### src/sv/spt_pkg.sv
package spt_pkg;

    // Sampled PWM counter width; counter values are masked to this when narrower than 16.
    localparam int COUNT_WIDTH = 16;
    localparam logic [15:0] CNT_MASK = (COUNT_WIDTH >= 16) ? 16'hFFFF
                                     : 16'((32'd1 << COUNT_WIDTH) - 32'd1);

    // Divider: magnitude of a clamped error and the divisor are both 15 bits.
    localparam int DIV_BITS = 15;
    localparam int STEP_CNT_W = $clog2(DIV_BITS);

    // Register indexes on the config port
    localparam int CFG_IDX_W = 3;
    localparam logic [CFG_IDX_W-1:0] REG_DEFAULT_PERIOD = 3'd0;
    localparam logic [CFG_IDX_W-1:0] REG_REF_PHASE      = 3'd1;
    localparam logic [CFG_IDX_W-1:0] REG_ADJUST_MAX     = 3'd2;
    localparam logic [CFG_IDX_W-1:0] REG_ADJUST_COUNT   = 3'd3;
    localparam logic [CFG_IDX_W-1:0] REG_SYNC_ENABLE    = 3'd4;

    // Reset values of the config registers
    localparam logic [15:0] RST_DEFAULT_PERIOD = 16'd12500;
    localparam logic [15:0] RST_REF_PHASE      = 16'd3125;
    localparam logic [14:0] RST_ADJUST_MAX     = 15'd300;
    localparam logic [14:0] RST_ADJUST_COUNT   = 15'd1;
    localparam logic        RST_SYNC_ENABLE    = 1'b1;

    // Item opcodes
    localparam logic OP_SYNC = 1'b0;
    localparam logic OP_TICK = 1'b1;

    typedef struct packed {
        logic        opcode;
        logic [15:0] phase_count;
    } spt_item_t;

    typedef struct packed {
        logic               kind;
        logic [15:0]        period_value;
        logic signed [15:0] phase_error;
        logic               locked;
        logic [15:0]        miss_count;
    } spt_result_t;

    // Controller -> datapath
    typedef struct packed {
        logic capture;    // latch accepted item, form raw phase error
        logic div_start;  // clamp error, load divider
        logic div_step;   // one restoring-division bit
        logic commit;     // update state, load result register
    } spt_cmd_t;

endpackage

### src/sv/spt_ctrl.sv
module spt_ctrl
    import spt_pkg::*;
(
    input  logic     clk,
    input  logic     rst_n,
    input  logic     item_valid,
    input  logic     item_opcode,
    output logic     item_stall,
    output logic     result_valid,
    input  logic     result_stall,
    output spt_cmd_t cmd
);

    localparam logic [1:0] ST_IDLE  = 2'd0;
    localparam logic [1:0] ST_START = 2'd1;
    localparam logic [1:0] ST_DIV   = 2'd2;
    localparam logic [1:0] ST_FIN   = 2'd3;

    logic [1:0]            state_reg, state_next;
    logic [STEP_CNT_W-1:0] step_cnt_reg, step_cnt_next;
    logic                  out_valid_reg, out_valid_next;
    logic                  accept;
    logic                  out_free;

    assign item_stall   = (state_reg != ST_IDLE);
    assign accept       = item_valid && !item_stall;
    assign out_free     = !out_valid_reg || !result_stall;
    assign result_valid = out_valid_reg;

    always_comb
    begin
        state_next     = state_reg;
        step_cnt_next  = step_cnt_reg;
        out_valid_next = out_valid_reg && result_stall;
        cmd            = '0;
        case (state_reg)
            ST_IDLE:
            begin
                if (accept)
                begin
                    cmd.capture = 1'b1;
                    state_next  = (item_opcode == OP_SYNC) ? ST_START : ST_FIN;
                end
            end
            ST_START:
            begin
                cmd.div_start = 1'b1;
                step_cnt_next = '0;
                state_next    = ST_DIV;
            end
            ST_DIV:
            begin
                cmd.div_step  = 1'b1;
                step_cnt_next = step_cnt_reg + 1'b1;
                if (step_cnt_reg == STEP_CNT_W'(DIV_BITS - 1))
                begin
                    state_next = ST_FIN;
                end
            end
            ST_FIN:
            begin
                if (out_free)
                begin
                    cmd.commit     = 1'b1;
                    out_valid_next = 1'b1;
                    state_next     = ST_IDLE;
                end
            end
            default:
            begin
                state_next = ST_IDLE;
            end
        endcase
    end

    always_ff @(posedge clk or negedge rst_n)
    begin
        if (!rst_n)
        begin
            state_reg     <= ST_IDLE;
            step_cnt_reg  <= '0;
            out_valid_reg <= 1'b0;
        end
        else
        begin
            state_reg     <= state_next;
            step_cnt_reg  <= step_cnt_next;
            out_valid_reg <= out_valid_next;
        end
    end

    // result register is only overwritten once its word has gone
    a_commit_free: assert property (@(posedge clk) disable iff (!rst_n)
        cmd.commit |-> (!out_valid_reg || !result_stall))
        else $error("commit while result word still stalled");

    a_commit_valid: assert property (@(posedge clk) disable iff (!rst_n)
        cmd.commit |=> result_valid)
        else $error("commit did not raise result_valid");

    a_sync_path: assert property (@(posedge clk) disable iff (!rst_n)
        (accept && item_opcode == OP_SYNC) |=> (state_reg == ST_START))
        else $error("sync word did not start the divider");

    a_tick_path: assert property (@(posedge clk) disable iff (!rst_n)
        (accept && item_opcode == OP_TICK) |=> (state_reg == ST_FIN))
        else $error("tick word took the divider path");

endmodule

### src/sv/spt_dp.sv
module spt_dp
    import spt_pkg::*;
(
    input  logic                 clk,
    input  logic                 rst_n,
    input  logic                 cfg_write,
    input  logic [CFG_IDX_W-1:0] cfg_index,
    input  logic [15:0]          cfg_data,
    input  spt_item_t            item,
    input  spt_cmd_t             cmd,
    output spt_result_t          result
);

    // config
    logic [15:0] default_period_reg;
    logic [15:0] ref_phase_reg;
    logic [14:0] adjust_max_reg;
    logic [14:0] adjust_count_reg;
    logic        sync_enable_reg;

    // persistent state
    logic [15:0] step_offset_reg, step_offset_next;
    logic [15:0] dither_left_reg, dither_left_next;
    logic [15:0] last_error_reg, last_error_next;
    logic        lock_flag_reg, lock_flag_next;
    logic [15:0] miss_cnt_reg, miss_cnt_next;

    // per-item working registers
    logic        op_reg;
    logic [15:0] err_reg;
    logic        in_range_reg;
    logic        neg_reg;
    logic [14:0] quot_reg;
    logic [14:0] rem_reg;
    logic [14:0] div_reg;
    spt_result_t result_reg;

    // clamp
    logic signed [15:0] err_s, lim_s, neg_lim_s, clamp_s;
    logic               in_range;
    logic [15:0]        clamp_abs;

    // divider step
    logic [15:0] rem_shift;
    logic        ge;

    // commit
    logic [15:0] q_ext, r_ext, q_signed, r_signed;
    logic [15:0] base_period, period;

    assign err_s     = signed'(err_reg);
    assign lim_s     = signed'({1'b0, adjust_max_reg});
    assign neg_lim_s = 16'sd0 - lim_s;
    assign in_range  = (err_s <= lim_s) && (err_s >= neg_lim_s);
    assign clamp_s   = in_range ? err_s : ((err_s > lim_s) ? lim_s : neg_lim_s);
    assign clamp_abs = clamp_s[15] ? (16'd0 - 16'(clamp_s)) : 16'(clamp_s);

    assign rem_shift = {rem_reg, quot_reg[DIV_BITS-1]};
    assign ge        = (rem_shift >= {1'b0, div_reg});

    assign q_ext    = {1'b0, quot_reg};
    assign r_ext    = {1'b0, rem_reg};
    assign q_signed = neg_reg ? (16'd0 - q_ext) : q_ext;
    assign r_signed = neg_reg ? (16'd0 - r_ext) : r_ext;

    always_comb
    begin
        step_offset_next = step_offset_reg;
        dither_left_next = dither_left_reg;
        last_error_next  = last_error_reg;
        lock_flag_next   = lock_flag_reg;
        miss_cnt_next    = miss_cnt_reg;
        base_period      = default_period_reg + step_offset_reg;
        period           = base_period;
        if (op_reg == OP_SYNC)
        begin
            step_offset_next = q_signed;
            dither_left_next = r_signed;
            last_error_next  = err_reg;
            lock_flag_next   = lock_flag_reg || (in_range_reg && sync_enable_reg);
            miss_cnt_next    = miss_cnt_reg + {15'd0, !in_range_reg};
            period           = default_period_reg + q_signed;
        end
        else if (dither_left_reg[15])
        begin
            period           = base_period - 16'd1;
            dither_left_next = dither_left_reg + 16'd1;
        end
        else if (dither_left_reg != 16'd0)
        begin
            period           = base_period + 16'd1;
            dither_left_next = dither_left_reg - 16'd1;
        end
    end

    always_ff @(posedge clk or negedge rst_n)
    begin
        if (!rst_n)
        begin
            default_period_reg <= RST_DEFAULT_PERIOD;
            ref_phase_reg      <= RST_REF_PHASE;
            adjust_max_reg     <= RST_ADJUST_MAX;
            adjust_count_reg   <= RST_ADJUST_COUNT;
            sync_enable_reg    <= RST_SYNC_ENABLE;
            step_offset_reg    <= '0;
            dither_left_reg    <= '0;
            last_error_reg     <= '0;
            lock_flag_reg      <= 1'b0;
            miss_cnt_reg       <= '0;
        end
        else
        begin
            if (cfg_write)
            begin
                case (cfg_index)
                    REG_DEFAULT_PERIOD: default_period_reg <= cfg_data;
                    REG_REF_PHASE:      ref_phase_reg      <= cfg_data;
                    REG_ADJUST_MAX:     adjust_max_reg     <= cfg_data[14:0];
                    REG_ADJUST_COUNT:   adjust_count_reg   <= cfg_data[14:0];
                    REG_SYNC_ENABLE:    sync_enable_reg    <= cfg_data[0];
                    default:            ;
                endcase
            end
            if (cmd.commit)
            begin
                step_offset_reg <= step_offset_next;
                dither_left_reg <= dither_left_next;
                last_error_reg  <= last_error_next;
                lock_flag_reg   <= lock_flag_next;
                miss_cnt_reg    <= miss_cnt_next;
            end
        end
    end

    // working registers, no reset needed
    always_ff @(posedge clk)
    begin
        if (cmd.capture)
        begin
            op_reg  <= item.opcode;
            err_reg <= (item.phase_count & CNT_MASK) - ref_phase_reg;
        end
        if (cmd.div_start)
        begin
            in_range_reg <= in_range;
            neg_reg      <= clamp_s[15];
            quot_reg     <= clamp_abs[14:0];
            rem_reg      <= '0;
            div_reg      <= (adjust_count_reg == 15'd0) ? 15'd1 : adjust_count_reg;
        end
        if (cmd.div_step)
        begin
            quot_reg <= {quot_reg[DIV_BITS-2:0], ge};
            rem_reg  <= ge ? 15'(rem_shift - {1'b0, div_reg}) : rem_shift[14:0];
        end
        if (cmd.commit)
        begin
            result_reg.kind         <= op_reg;
            result_reg.period_value <= period & CNT_MASK;
            result_reg.phase_error  <= signed'(last_error_next);
            result_reg.locked       <= lock_flag_next;
            result_reg.miss_count   <= miss_cnt_next;
        end
    end

    assign result = result_reg;

endmodule

### src/sv/sync_pwm_period_trim.sv
// PWM period trim for phase lock to a bus sync event. Two kinds of input word:
// a sync word (opcode 0) carries the PWM counter sampled at the sync event; the
// phase error (counter - ref_phase, wrapped to signed 16 bits) is clamped to
// +/-adjust_max and divided by adjust_count (0 acts as 1), truncating toward
// zero. Quotient becomes the per-period offset, remainder a dither count. An
// in-range error sets the sticky locked flag when sync_enable is 1; an
// out-of-range one bumps miss_count. A tick word (opcode 1) returns
// default_period + offset, +/-1 while dither is nonzero, and steps dither
// toward zero. Every input word produces exactly one result word. A sync
// word passes through capture, clamp/setup, 15 restoring-division steps at
// one quotient bit per cycle and commit; a tick word goes from capture
// straight to commit. The result sits in an output register, so the next
// input word is taken while the previous result still waits on
// result_stall. Config writes are always ready (cfg_ready tied high) and
// should be issued only while the block is idle.
module sync_pwm_period_trim
    import spt_pkg::*;
(
    input  logic                 clk,
    input  logic                 rst_n,
    // input words
    input  logic                 item_valid,
    output logic                 item_stall,
    input  spt_item_t            item,
    // result words
    output logic                 result_valid,
    input  logic                 result_stall,
    output spt_result_t          result,
    // config register writes
    input  logic                 cfg_valid,
    output logic                 cfg_ready,
    input  logic [CFG_IDX_W-1:0] cfg_index,
    input  logic [15:0]          cfg_data
);

    spt_cmd_t cmd;
    logic     cfg_write;

    assign cfg_ready = 1'b1;
    assign cfg_write = cfg_valid && cfg_ready;

    // sequencing: idle / setup / divide / commit
    spt_ctrl u_ctrl (
        .clk          (clk),
        .rst_n        (rst_n),
        .item_valid   (item_valid),
        .item_opcode  (item.opcode),
        .item_stall   (item_stall),
        .result_valid (result_valid),
        .result_stall (result_stall),
        .cmd          (cmd)
    );

    // config registers, trim state, serial divider, result register
    spt_dp u_dp (
        .clk       (clk),
        .rst_n     (rst_n),
        .cfg_write (cfg_write),
        .cfg_index (cfg_index),
        .cfg_data  (cfg_data),
        .item      (item),
        .cmd       (cmd),
        .result    (result)
    );

endmodule

### config.mk
export PLATFORM = sky130hd
export DESIGN_NAME = sync_pwm_period_trim
export DESIGN_NICKNAME = d
export VERILOG_FILES = /design/src/sv/spt_pkg.sv /design/src/sv/spt_ctrl.sv /design/src/sv/spt_dp.sv /design/src/sv/sync_pwm_period_trim.sv
export SDC_FILE = /design/constraint.sdc
export NUM_CORES = 1
export LEC_CHECK = 0
export BUFFER_PORTS_ARGS = -buffer_cell sky130_fd_sc_hd__clkbuf_2
export CORE_MARGIN = 2
export CORE_UTILIZATION = 44
export CTS_BUF_LIST = sky130_fd_sc_hd__clkbuf_2 sky130_fd_sc_hd__clkbuf_4 sky130_fd_sc_hd__clkbuf_8
export CTS_CLUSTER_SIZE = 12
export DETAILED_ROUTE_END_ITERATION = 12
export HOLD_SLACK_MARGIN = 0.06
export PLACE_DENSITY = 0.71
export SLEW_MARGIN = 10
export SYNTH_ARGS = -nofsm -noshare
export SYNTH_HDL_FRONTEND = slang
export SYNTH_SLANG_ARGS = --single-unit
### constraint.sdc
create_clock -name clk -period 5.19 [get_ports clk]
set_input_delay 0.519 -clock clk [delete_from_list [all_inputs] [get_ports clk]]
set_output_delay 0.519 -clock clk [all_outputs]
set_load 0.005 [all_outputs]
* After elaboration in Yosys (flattened, before gate mapping)
Cells that the tools add are included.
** Storage, ports and cells
- Flip-flop bits (word level) :: 249
- Latch bits :: 0
- Bits in writable memories :: 0
- ROM bits :: 0
- Input port bits :: 41
- Output and inout bits :: 53
- Word-level logic and storage cells :: 115
- Memories kept :: 0
** Operators by class
- Add/subtract/negate cells :: 14
- Multiply operators :: 0
- Divide/modulo/power cells :: 0
- $lt $le $gt $ge :: 4
- Equal/unequal tests :: 12
- Shift-type cells :: 0
- Muxes and demuxes :: 33
- Bitwise gates (word level) :: 1
- Reduce and logical (&&, ||, !) cells :: 25
** Operator list (count)
- $mux 16 :: 12
- $mux 15 :: 6
- $sub 1x15->16 const A :: 3
- $add 16x1->16 const B :: 2
- $add 16x16->16 :: 2
- $sub 16x1->16 const B :: 2
- $add 16x1->16 :: 1
- $ge 16x15->1 :: 1
- $ge 16x16->1 :: 1
- $gt 16x16->1 :: 1
- $le 16x16->1 :: 1
- $reduce_bool 16->1 :: 1
- $sub 16x16->16 :: 1
- $logic_not 15->1 :: 1
- $sub 1x15->15 const A :: 1
- $sub 15x15->15 :: 1
- $reduce_and 2->1 :: 7
- $mux 1 :: 9
- $mux 2 :: 4
- $pmux 2 s4 :: 1
- $pmux 4 s2 :: 1
- $eq 3x2->1 const B :: 2
- $ne 2x1->1 const B :: 3
- $reduce_bool 2->1 :: 3
- 14 further kinds :: 22

* Logic depth before layout (Yosys ltp)
- Depth after elaboration :: 8
- Mapped depth :: 23
- Mapped depth without buffers :: 21

* Cells and area by module
From an unflattened synthesis, not the netlist that was laid out.
** Second synthesis, totals
- Cell total of the unflattened synthesis :: 1741
- Area total of the unflattened synthesis :: 16405.7 µm²
** By module, submodules not included
- spt_dp :: times used 1, cells an instance 1698, area an instance 15955.3 µm²
- spt_ctrl :: times used 1, cells an instance 41, area an instance 439.2 µm²
- sync_pwm_period_trim :: times used 1, cells an instance 2, area an instance 11.3 µm²

* Worst setup path before layout
OpenSTA, ideal clock, no wires.
- Kind :: reg-to-reg
- Start :: register u_dp.adjust_max_reg[0]
- End :: register u_dp.quot_reg[11] (data pin)
- Arrival time :: 5281 ps
- Data required time :: 4930 ps
- Slack :: -350 ps
- Cell stages (with the launch flop) :: 19
- Clock period less this slack :: 5540 ps
- Path through :: dfrtp_1 > inv_1 > ha_1 > or4b_4 > buf_6 > or4_2 > nor3_1 > xnor2_1 > ha_1 > a2111oi_2 > o21a_1 > a311oi_2 > o31ai_4 > inv_2 > a2111oi_1 > o21bai_4 > o41ai_2 > xnor2_1 > mux2_2
** On the way
- Longest elaborated chain between the ends :: 8
** RTL lines
- from (decl) :: RTL line spt_dp.sv:17 : logic [14:0] adjust_max_reg;
- from (signal assigned) :: RTL line spt_dp.sv:118 : REG_ADJUST_MAX: adjust_max_reg <= cfg_data[14:0];
- $sub 1x15->16 :: RTL line spt_dp.sv:53 : assign neg_lim_s = 16'sd0 - lim_s;
- $ge 16x16->1 :: RTL line spt_dp.sv:54 : assign in_range = (err_s <= lim_s) && (err_s >= neg_lim_s);
- $logic_and 1x1->1 * :: RTL line spt_dp.sv:54
- net u_dp.in_range :: RTL line spt_dp.sv:40 : logic in_range;
- $mux 16 * :: RTL line spt_dp.sv:55 : assign clamp_s = in_range ? err_s : ((err_s > lim_s) ? lim_s : neg_lim_s);
- $sub 1x15->15 :: RTL line spt_dp.sv:56 : assign clamp_abs = clamp_s[15] ? (16'd0 - 16'(clamp_s)) : 16'(clamp_s);
- $mux 15 * :: RTL line spt_dp.sv:56
- $mux 15 * :: RTL line spt_dp.sv:143 : if (cmd.div_start)
- $mux 15 * :: RTL line spt_dp.sv:151 : if (cmd.div_step)
- to (signal assigned) :: RTL line spt_dp.sv:147 : quot_reg <= clamp_abs[14:0];
- to (signal assigned) :: RTL line spt_dp.sv:153 : quot_reg <= {quot_reg[DIV_BITS-2:0], ge};
- to (decl) :: RTL line spt_dp.sv:33 : logic [14:0] quot_reg;
Mark *: on every way through the listed nets, which the timed path passes. The rest lies on a longest branch. The select of a mux whose other input is x is not followed.
A chain may end at the register's enable or synchronous reset.

* Worst setup path after layout
- Start :: register u_dp.adjust_max_reg[1]
- End :: register u_dp.quot_reg[11] (data pin)
The elaborated chain is that of the path after synthesis.

==> results.md <==
* Outcome: completed
* Unrepaired setup endpoints after global routing: no
* Distinct cells, synth at just under 100
* Initial DRC count at between 900 and 1k
* # rows at between 70 and 80
* Die Ht at 198 um
* Largest cells by area after synthesis: edfxtp_1 21%, dfrtp_1 18%, ha_1 8.1%, mux2_2 6.4%, xnor2_1 6.0%
* Seq/Total Area, Yosys at between 40% and 50%
* R2R cell count at 20
* Final Max Tran Viols at 0
* Final setup fails at 0
* Final WL at 42.4 mm
* Yosys top cell area share at approximately 21%
* Ys Warns at 0
* IO buf count at 92
* First-pass GRT wire length at ~69 mm
* Post-route worst setup slack at 0.246 ns
* Pre-CTS setup slack at -0.107 ns
* Clk pin slew, worst setup/hold paths at 0.06 ns
* Final instance area at 19000 sq um
* Synthesized area per cell at between 9 and 10 sq um
* Crit-path max FO at 7
* Synthesized area at 16600 sq um
* Initial antenna violation count at 0
* DR WL/cell at between 15 and 20 um
* Die width at 198 um
* Num CTS Buffers at 47
* Area after DPL at 17800 sq um
* IO Pins at 94
* Critical Path AT at about 5.3 ns
* Die area at just under 40000 sq um
* CTS H-tree depth at 2
* Worst hold path cell count at 1
* Fmax at 0.202 GHz
* Worst-skew pair later-pin latency at about 0.62 ns
* Initial Utilization at between 40 and 50%
* Ys async rst share at between 50 and 60%
* Relative slew margins at 31.5%
* Worst min-delay path category: input port to flop
* Leakage power at 8.00 nW
* CP required at approximately 5.6 ns
* Power density cells at 629 nW/um^2
* GP Congestion at between 0.8 and 0.9
* Dominant synthesized flop cell: dfrtp_1
* Post-layout min period at slightly below 5 ns
* DRC errors left at 0
* Detailed-router iteration count before antenna repair at 6
* Clock Sinks at 249
* Post-route ant nets at 0
* Hpwl dp at 31.4 mm
* Area grow syn2layout at 14.3%
* Worst Tran Pin Value at between 1 and 1.5 ns
* Period utilisation layout at between 90% and 100%
* Post-synth EDFFs at between 100 and 150
* Tot GR Track Use at between 20% and 30%
* CP startpoint kind: flop
* Worst setup EP type: flop
* Final Hold Fails at 0
* Nets at about 2k
* Max-cap violations at 0
* Worst vdd rail ir drop at about 0.00024 V
* Core box area at roughly 37000 sq um
* Dominant cell type by area after synthesis: edfxtp_1
* Skew final at approximately 0.026 ns
* Synth Instances at around 1.7k
* Worst Setup Path Type: flop to flop
* Vias in the first global route at around 13k
* Fillers at roughly 3.4k
* Pin count of the biggest net entering global routing at 67
* Max reg flops at 50
* Flops & latches, synth at about 250
* Vias at about 13k
* Reg2Reg Setup Slack at about 0.25 ns
* Root Driver: clkbuf_8
* Congestion Overflow GR at 0
* TritonCTS clock tree: done
* Syn nets at ~1.8k
* Layout cell share with drive strength beyond 1 at a little over a fifth
* DR vias/cell at 5.55
* Clock buffer depth at 3
-- path summary, 6_finish.rpt --
check / start / end
setup / recovery: u_dp.adjust_max_reg[1]$_DFFE_PN0P_ / u_dp.quot_reg[11]$_DFFE_PP_
hold / removal: item[16] / u_dp.op_reg$_DFFE_PP_
setup reg to reg: u_dp.adjust_max_reg[1]$_DFFE_PN0P_ / u_dp.quot_reg[11]$_DFFE_PP_
hold reg to reg: u_dp.adjust_count_reg[3]$_DFFE_PN0P_ / u_dp.div_reg[3]$_SDFFCE_PN0N_
max in group asynchronous: rst_n / u_dp.adjust_max_reg[14]$_DFFE_PN0P_
min in group asynchronous: rst_n / u_dp.miss_cnt_reg[7]$_DFFE_PN0P_
-- synth_stat cells, drive strengths merged (19+ instances only) --
master	number
mux2i	28
or3	19
mux2	94
xnor2	113
nor2b	24
nand2	152
o31ai	23
ha	107
dfrtp	117
nor3	52
inv	101
clkbuf	64
a21oi	59
nor2	105
nand4	19
nand3	45
edfxtp	114
o21ai	103
xor2	49
-- layer usage --
layer | wire (um) | share of wire [%] | track usage, %
met1 | 19000 | 45 | 28.8
met2 | 19900 | 47 | 36.7
met3 | 1810 | 4.3 | 3.51
met4 | 1770 | 4.2 | 10.4
met5 | 0 | 0 | 0
-- per-stage QoR --
stage          total power, mW  utilization, %  hold WS [ns]  setup TNS [ns]  std cells
2_1_floorplan             8.17               -         0.223               0       1669
3_3_place_gp              9.58            47.7         0.469         -0.0450       2254
3_5_place_dp              9.77            47.7         0.477          -0.190       2254
4_1_cts                   12.0            50.5        0.0663               0       2342
5_1_grt                   13.0            50.8        0.0816               0       2345
6_report                  12.0            50.8         0.124               0       2346
-- power by group --
part           internal (mW)  leakage [nW]  switching, mW
Clock                   1.26         0.560          0.881
Sequential              3.05          2.72          0.664
Combinational           2.70          4.72           3.39
-- worst max-delay path: stages, from the launching register on --
cell	delay (ns)
dfrtp_1	0.38
inv_1	0.08
ha_1	0.17
or4b_4	0.50
buf_4	0.19
or3_2	0.44
nor2_2	0.16
xnor2_1	0.11
ha_1	0.22
a211oi_2	0.21
nor2_1	0.08
mux2i_2	0.25
a311oi_4	0.19
o31ai_4	0.22
inv_2	0.09
buf_4	0.15
a2111oi_2	0.42
o21bai_4	0.12
o41ai_2	0.37
xnor2_1	0.09
mux2_2	0.26
-- what timing repair did --
| item | CTS | global route |
|---|---|---|
| hold buffers | 1 | 0 |
| pin swaps | 1 | 6 |
| setup buffers | 0 | 3 |
| setup endpoints to repair | 3 | 10 |
| hold endpoints to repair | 40 | 0 |
| resized for setup | 2 | 17 |
-- cell families after synthesis --
| kind of cell | after synthesis | share of synthesized area (%) |
|---|---|---|
| adders and majority gates | 111 | 8.54 |
| AOI/OAI and AO/OA | 339 | 14.0 |
| DFF | 249 | 41.1 |
| muxes | 122 | 8.06 |
| xor gates and xnor gates | 163 | 8.68 |
| buffers and inverters | 179 | 4.62 |
| other | 1 | 0.0226 |
| and+or+nand+nor | 505 | 15.0 |
-- layout make-up --
type,count,area [sq um],share of cell area (%)
Multi-Input combinational cell,1241,9150,48.2
Sequential cell,249,6820,35.9
Timing Repair Buffer,155,942,4.96
Clock buffer,68,855,4.50
Tap cell,511,639,3.36
Inverter,102,392,2.06
Clock inverter,19,196,1.03
Antenna cell,1,2.50,0.0132
-- cells in the final DEF (no fill, tap or decap), types with 10 or more instances in the layout --
cell / n
nor4_1: 12
nand4_1: 19
edfxtp_1: 114
clkbuf_2: 91
a21oi_1: 57
mux2_2: 94
a211oi_1: 13
clkbuf_4: 13
nand2_1: 152
dfrtp_1: 117
o211ai_1: 11
nor3_1: 47
nand3_1: 44
nor2_1: 104
xnor2_1: 113
buf_4: 62
inv_1: 98
nor2b_1: 24
and2_1: 11
or3_1: 17
dfstp_2: 18
mux2i_1: 27
xor2_1: 49
a31oi_1: 13
nand2b_1: 13
a221oi_1: 10
a21o_1: 16
clkbuf_8: 55
o21ai_0: 99
ha_1: 106
o31ai_1: 21
and3_1: 13
(Power assumes the default switching activity.)
